File: config.mk
export PLATFORM = sky130hd
export DESIGN_NAME = mas_ctrl
export DESIGN_NICKNAME = d
export VERILOG_FILES = /design/src/rtl/mas_pkg.sv /design/src/rtl/mas_ctrl.sv
export SDC_FILE = /design/constraint.sdc
export NUM_CORES = 1
export LEC_CHECK = 0
export ABC_CLOCK_PERIOD_IN_PS = 1400
export BUFFER_PORTS_ARGS = -buffer_cell sky130_fd_sc_hd__buf_4
export CAP_MARGIN = 20
export CORE_AREA = 2 2 39 41
export DETAILED_ROUTE_END_ITERATION = 10
export DIE_AREA = 0 0 41 43
export PLACE_DENSITY = 0.41
export SLEW_MARGIN = 20
export SYNTH_ARGS = -nofsm -noshare
export SYNTH_HDL_FRONTEND = slang
export SYNTH_SLANG_ARGS = --single-unit
File: constraint.sdc
create_clock -name clk -period 1.4 [get_ports clk]
set_input_delay 0.14 -clock clk [delete_from_list [all_inputs] [get_ports clk]]
set_output_delay 0.14 -clock clk [all_outputs]
set_load 0.01 [all_outputs]
File: src/rtl/mas_pkg.sv
// shared types and constants of the multihart memory access stage
// depends on nothing; imported by mas_ctrl, mas_dp and the top module
package mas_pkg;

  // load width codes (risc-v funct3)
  localparam logic [2:0] F3_LB  = 3'd0;
  localparam logic [2:0] F3_LH  = 3'd1;
  localparam logic [2:0] F3_LW  = 3'd2;
  localparam logic [2:0] F3_LBU = 3'd4;
  localparam logic [2:0] F3_LHU = 3'd5;

  // store sizes, low two bits of funct3
  localparam logic [1:0] SZ_BYTE = 2'd0;
  localparam logic [1:0] SZ_HALF = 2'd1;
  localparam logic [1:0] SZ_WORD = 2'd2;

  // one held instruction
  typedef struct packed {
    logic [4:0]  rd;
    logic        no_dest;
    logic        is_load;
    logic        is_write;
    logic [2:0]  width_code;
    logic        is_ret;
    logic [15:0] address;
    logic [31:0] value;
  } entry_t;

  // one input beat as seen by the datapath
  typedef struct packed {
    logic       in_valid;
    logic [1:0] hart;
    entry_t     ent;
    logic [3:0] wb_full_mask;
  } in_item_t;

  // one result beat
  typedef struct packed {
    logic        out_valid;
    logic [1:0]  hart;
    logic [4:0]  rd;
    logic        no_dest;
    logic        is_ret;
    logic [31:0] value;
    logic [3:0]  slot_full_mask;
  } out_item_t;

  // controller to datapath
  typedef struct packed {
    logic capture;
    logic exec;
  } cmd_t;

  // datapath to controller: a hart would be served if the beat offered now were captured
  typedef struct packed {
    logic serve;
  } status_t;

endpackage

File: src/rtl/mas_ctrl.sv
// sequencer of the memory access stage: one item at a time
// depends on mas_pkg (cmd_t, status_t)
module mas_ctrl (
  input  logic             clk,
  input  logic             rst_n,
  input  logic             in_beat_valid,
  output logic             in_beat_ready,
  output logic             out_beat_valid,
  input  logic             out_beat_ready,
  output mas_pkg::cmd_t    cmd,
  input  mas_pkg::status_t status
);
  import mas_pkg::*;

  typedef enum logic [1:0] {
    S_IDLE, S_READ, S_EXEC, S_OUT
  } state_t;

  state_t state_r;

  always_ff @(posedge clk) begin
    if (!rst_n) begin
      state_r <= S_IDLE;
    end else begin
      case (state_r)
        S_IDLE: begin
          if (in_beat_valid) begin
            state_r <= status.serve ? S_READ : S_EXEC;
          end
        end
        S_READ: begin
          state_r <= S_EXEC;
        end
        S_EXEC: begin
          state_r <= S_OUT;
        end
        S_OUT: begin
          if (out_beat_ready) begin
            state_r <= S_IDLE;
          end
        end
        default: begin
          state_r <= S_IDLE;
        end
      endcase
    end
  end

  assign in_beat_ready  = rst_n && (state_r == S_IDLE);
  assign out_beat_valid = (state_r == S_OUT);

  always_comb begin
    cmd         = '0;
    cmd.capture = in_beat_ready && in_beat_valid;
    cmd.exec    = (state_r == S_EXEC);
  end
endmodule

==> results by stage <==
Outcome:
- The flow ran to the end, and the final reports show no timing, DRC or antenna violations.

Timing:
- Across all setup checks in the final design, the least slack found is 0.0966 ns.
- After layout, the minimum clock period comes to between 1 and 1.5 ns.
- Based on the critical path, the design can be clocked at up to 767 MHz.
- Setup repair after global routing left no endpoint under its margin.
- At the pin with the least slew margin, the transition time is 0.244 ns.
- The final number of hold-violating endpoints was 0.
- Of the available clock period, the critical path in the final layout requires 0.931.
- The final sum of negative setup slack is 0 ns.
- The relative slew slack is 0.836.
- The number of max-slew violations in the final report is 0.
- Setup violations remaining at the end of the flow were counted as 0.
- The largest clock skew in the final design is 0.00435 ns.

Layout:
- Compared with the post-synthesis result, the final layout area differs by 57.3%.
- In the final layout, the registers with the most flip-flops are state_r (2).
- Measured on the finished design, the core utilization comes to 0.203.
- The number of antenna diodes in the final layout is 0.
- The area used by multi-input combinational logic is ~120 µm².
- The number of flip-flops under the largest register name is 2.
- Leaving out fill and tap cells, the most frequent cells in the layout are buf_4 (8), inv_1 (4), ha_1 (4), clkbuf_4 (3).
- The share of final-layout standard cells stronger than drive strength 1 is 0.355.
- The sequential cells in the finished layout cover a total of between 40 and 50 µm².
- The most frequent standard cell in the layout excluding fill and tap cells is buf_4.
- The final layout contains 42 nets.
- state_r holds more flip-flops than any other register.
- The number of fillers in the final layout is around 170.

Power:
- The largest vdd supply drop is between 0.2 and 0.3 mV.
- For this design the ratio of total power to cell area is about 1600 nW/µm².
- The static leakage power is 0.000149 µW.

Detailed routing:
- The met3 wire length is 29 µm.
- After the first detailed-routing iteration, the DRC count stood at 0.
- The aggregate routed wire length is 427 µm.
- Wire segments on met2 add up to between 200 and 250 µm in the final route.
- The count of vias placed by the detailed router is approximately 180.
- The uppermost metal layer occupied by signal nets is met4.
- For this run, the detailed router's first-pass iteration total came to 1.
- The number of remaining DRC errors is 0.
- The routed length per placed instance is 9.09 µm.
- The post-detailed-route count of antenna-violating nets is 0.
- After detailed routing, the number of vias per cell comes to 3.74.
- The met1 wire length is 133 µm.

Logic synthesis:
- During synthesis, Yosys emitted a total of 0 warnings.
- The cell area after synthesis is 179 µm².
- The sequential element share of the synthesized area is 0.224.
- The flip-flop and latch count after synthesis is 2.
- In this run the mean area of a mapped cell was 8.95 µm².
- The post-synthesis net count is 29.
- The cell count after synthesis is 20.
- The number of different library cells in the post-synthesis netlist is 10.

Worst hold path:
- The cell depth of the worst min-delay path is 3.
- The worst hold path endpoint is state_r[0]$_SDFFE_PN0P_.
- The min-delay analysis places its worst path in the category in2reg.
- The startpoint identified for the worst hold timing path is rst_n.

Setup path:
- The startpoint type of the worst setup path is a flip-flop.
- The number of cells on the worst reg-to-reg path is 5.
- For the worst setup path, the data required time is between 1 and 1.5 ns.
- The worst flop-to-flop path startpoint is state_r[1]$_SDFFE_PN0P_.
- STA classifies the critical path endpoint as a primary output.
- The setup slack on the worst flop-to-flop path is 0.12 ns.
- The classification of the worst setup path is reg2out.
- The critical register-to-register path endpoint is state_r[1]$_SDFFE_PN0P_.
- In this run the worst path has a maximum fanout of 4.
- The arrival time at the worst endpoint is 1.16 ns.

CTS:
- The number of hold buffers added after cts is 0.
- The clock sink count is 2.
- For the worst-skew pair, the clock arrives at the later sink with an insertion delay of approximately 0.23 ns.
- The post-cts sizing count is 0.
- CTS placed an instance of clkbuf_4 at the clock tree root.
- The total clock buffers created by CTS is 3.
- The post-CTS clock slew at the launch and capture registers of the worst setup and hold paths is approximately 0.03 ns.
- The post-CTS setup buffer count is 0.
- CTS built an H-tree with a depth of 1.
- The number of buffers on the longest clock path is 2.
- TritonCTS built the clock tree.

GRT:
- The via count of the first global-routing pass is 171.
- The sum of overflow across all layers after global routing is 0.
- The wire length of the first global-routing pass is about 660 µm.
- The initial antenna violation count is 0.
- Across every metal layer, demand over resource in global routing totals 0.0601.
- The maximum number of pins on one net before global-route repair is 5.

Place:
- The placer congestion estimate is 0.624.
- During placement, the flow inserted port buffers numbering 8.
- Prior to clock tree synthesis, the placed netlist has a worst setup slack of 0.0693 ns.

Floorplan:
- From bottom edge to top edge, the die measures approximately 43 µm.
- The initial standard-cell utilization of the core is 0.129.
- In this run the core area contains 14 standard-cell rows.
- The die covers 1760 µm².
- The chip width is 41 µm.
- After floorplanning, the core was sized to cover between 1000 and 1500 µm².
- During I/O placement, the number of pins put on the boundary was 9.

Run:
- Max-cap violations in this run came to 0.
## stage by stage
step	hold slack (ns)	total power, µW	instance area (µm²)	cells
floorplan	0.275	238	179	20
global placement	0.413	303	259	44
detailed placement	0.420	315	259	44
CTS	0.178	450	282	47
global route	0.200	483	282	47
finish	0.177	442	282	47
## cells by family after synthesis
logic type	synth area share
multiplexers	0.112
adder cells (fa/ha/maj)	0.280
AND/OR/NAND/NOR	0.147
flip-flops	0.224
buffers and inverters	0.0839
AO/OA/AOI/OAI	0.154
## per-layer routing
layer / track usage / up-vias
met4: 0.0600 / 0
met2: 0.106 / 6
li1: - / 91
met3: 0.0157 / 2
met1: 0.0447 / 77
met5: 0 / -
## layout make-up
class / instances / area share
Clock buffer: 3 / 0.0800
Sequential cell: 2 / 0.142
Multi-Input combinational cell: 14 / 0.440
Inverter: 4 / 0.0533
Tap cell: 16 / 0.0711
Timing Repair Buffer: 8 / 0.213
## cell usage after synthesis
cell      number  area share
a21oi_1        2       0.056
a311oi_1       2       0.098
and2_1         1       0.035
and3_1         1       0.035
dfxtp_1        2        0.22
ha_1           4        0.28
inv_1          4       0.084
mux2i_1        2        0.11
nand2b_1       1       0.035
or2b_1         1       0.042
## how the worst max path moves through the flow
stage,start,end,slack (ns),cells past startpoint
after floorplan,state_r[0]$_SDFFE_PN0P_,state_r[0]$_SDFFE_PN0P_,0.25,5
after global placement,state_r[0]$_SDFFE_PN0P_,state_r[1]$_SDFFE_PN0P_,0.15,5
after detailed placement,state_r[1]$_SDFFE_PN0P_,state_r[1]$_SDFFE_PN0P_,0.07,5
after CTS,state_r[1]$_SDFFE_PN0P_,state_r[1]$_SDFFE_PN0P_,0.06,5
after global routing,state_r[1]$_SDFFE_PN0P_,state_r[1]$_SDFFE_PN0P_,0.001,5
final,state_r[1]$_SDFFE_PN0P_,cmd[1],0.1,4
## power by group
| group | switching (µW) | internal [µW] |
|---|---|---|
| sequential | 19.1 | 76.9 |
| clock | 37.2 | 94.9 |
| combinational | 101 | 112 |
| total | 158 | 284 |
## worst max-delay path, cell delays in order (launching register included)
cell and delay (ns):
dfxtp_1 0.38, inv_1 0.08, ha_1 0.20, and3_1 0.14, buf_4 0.14
(Power assumes the default switching activity.)
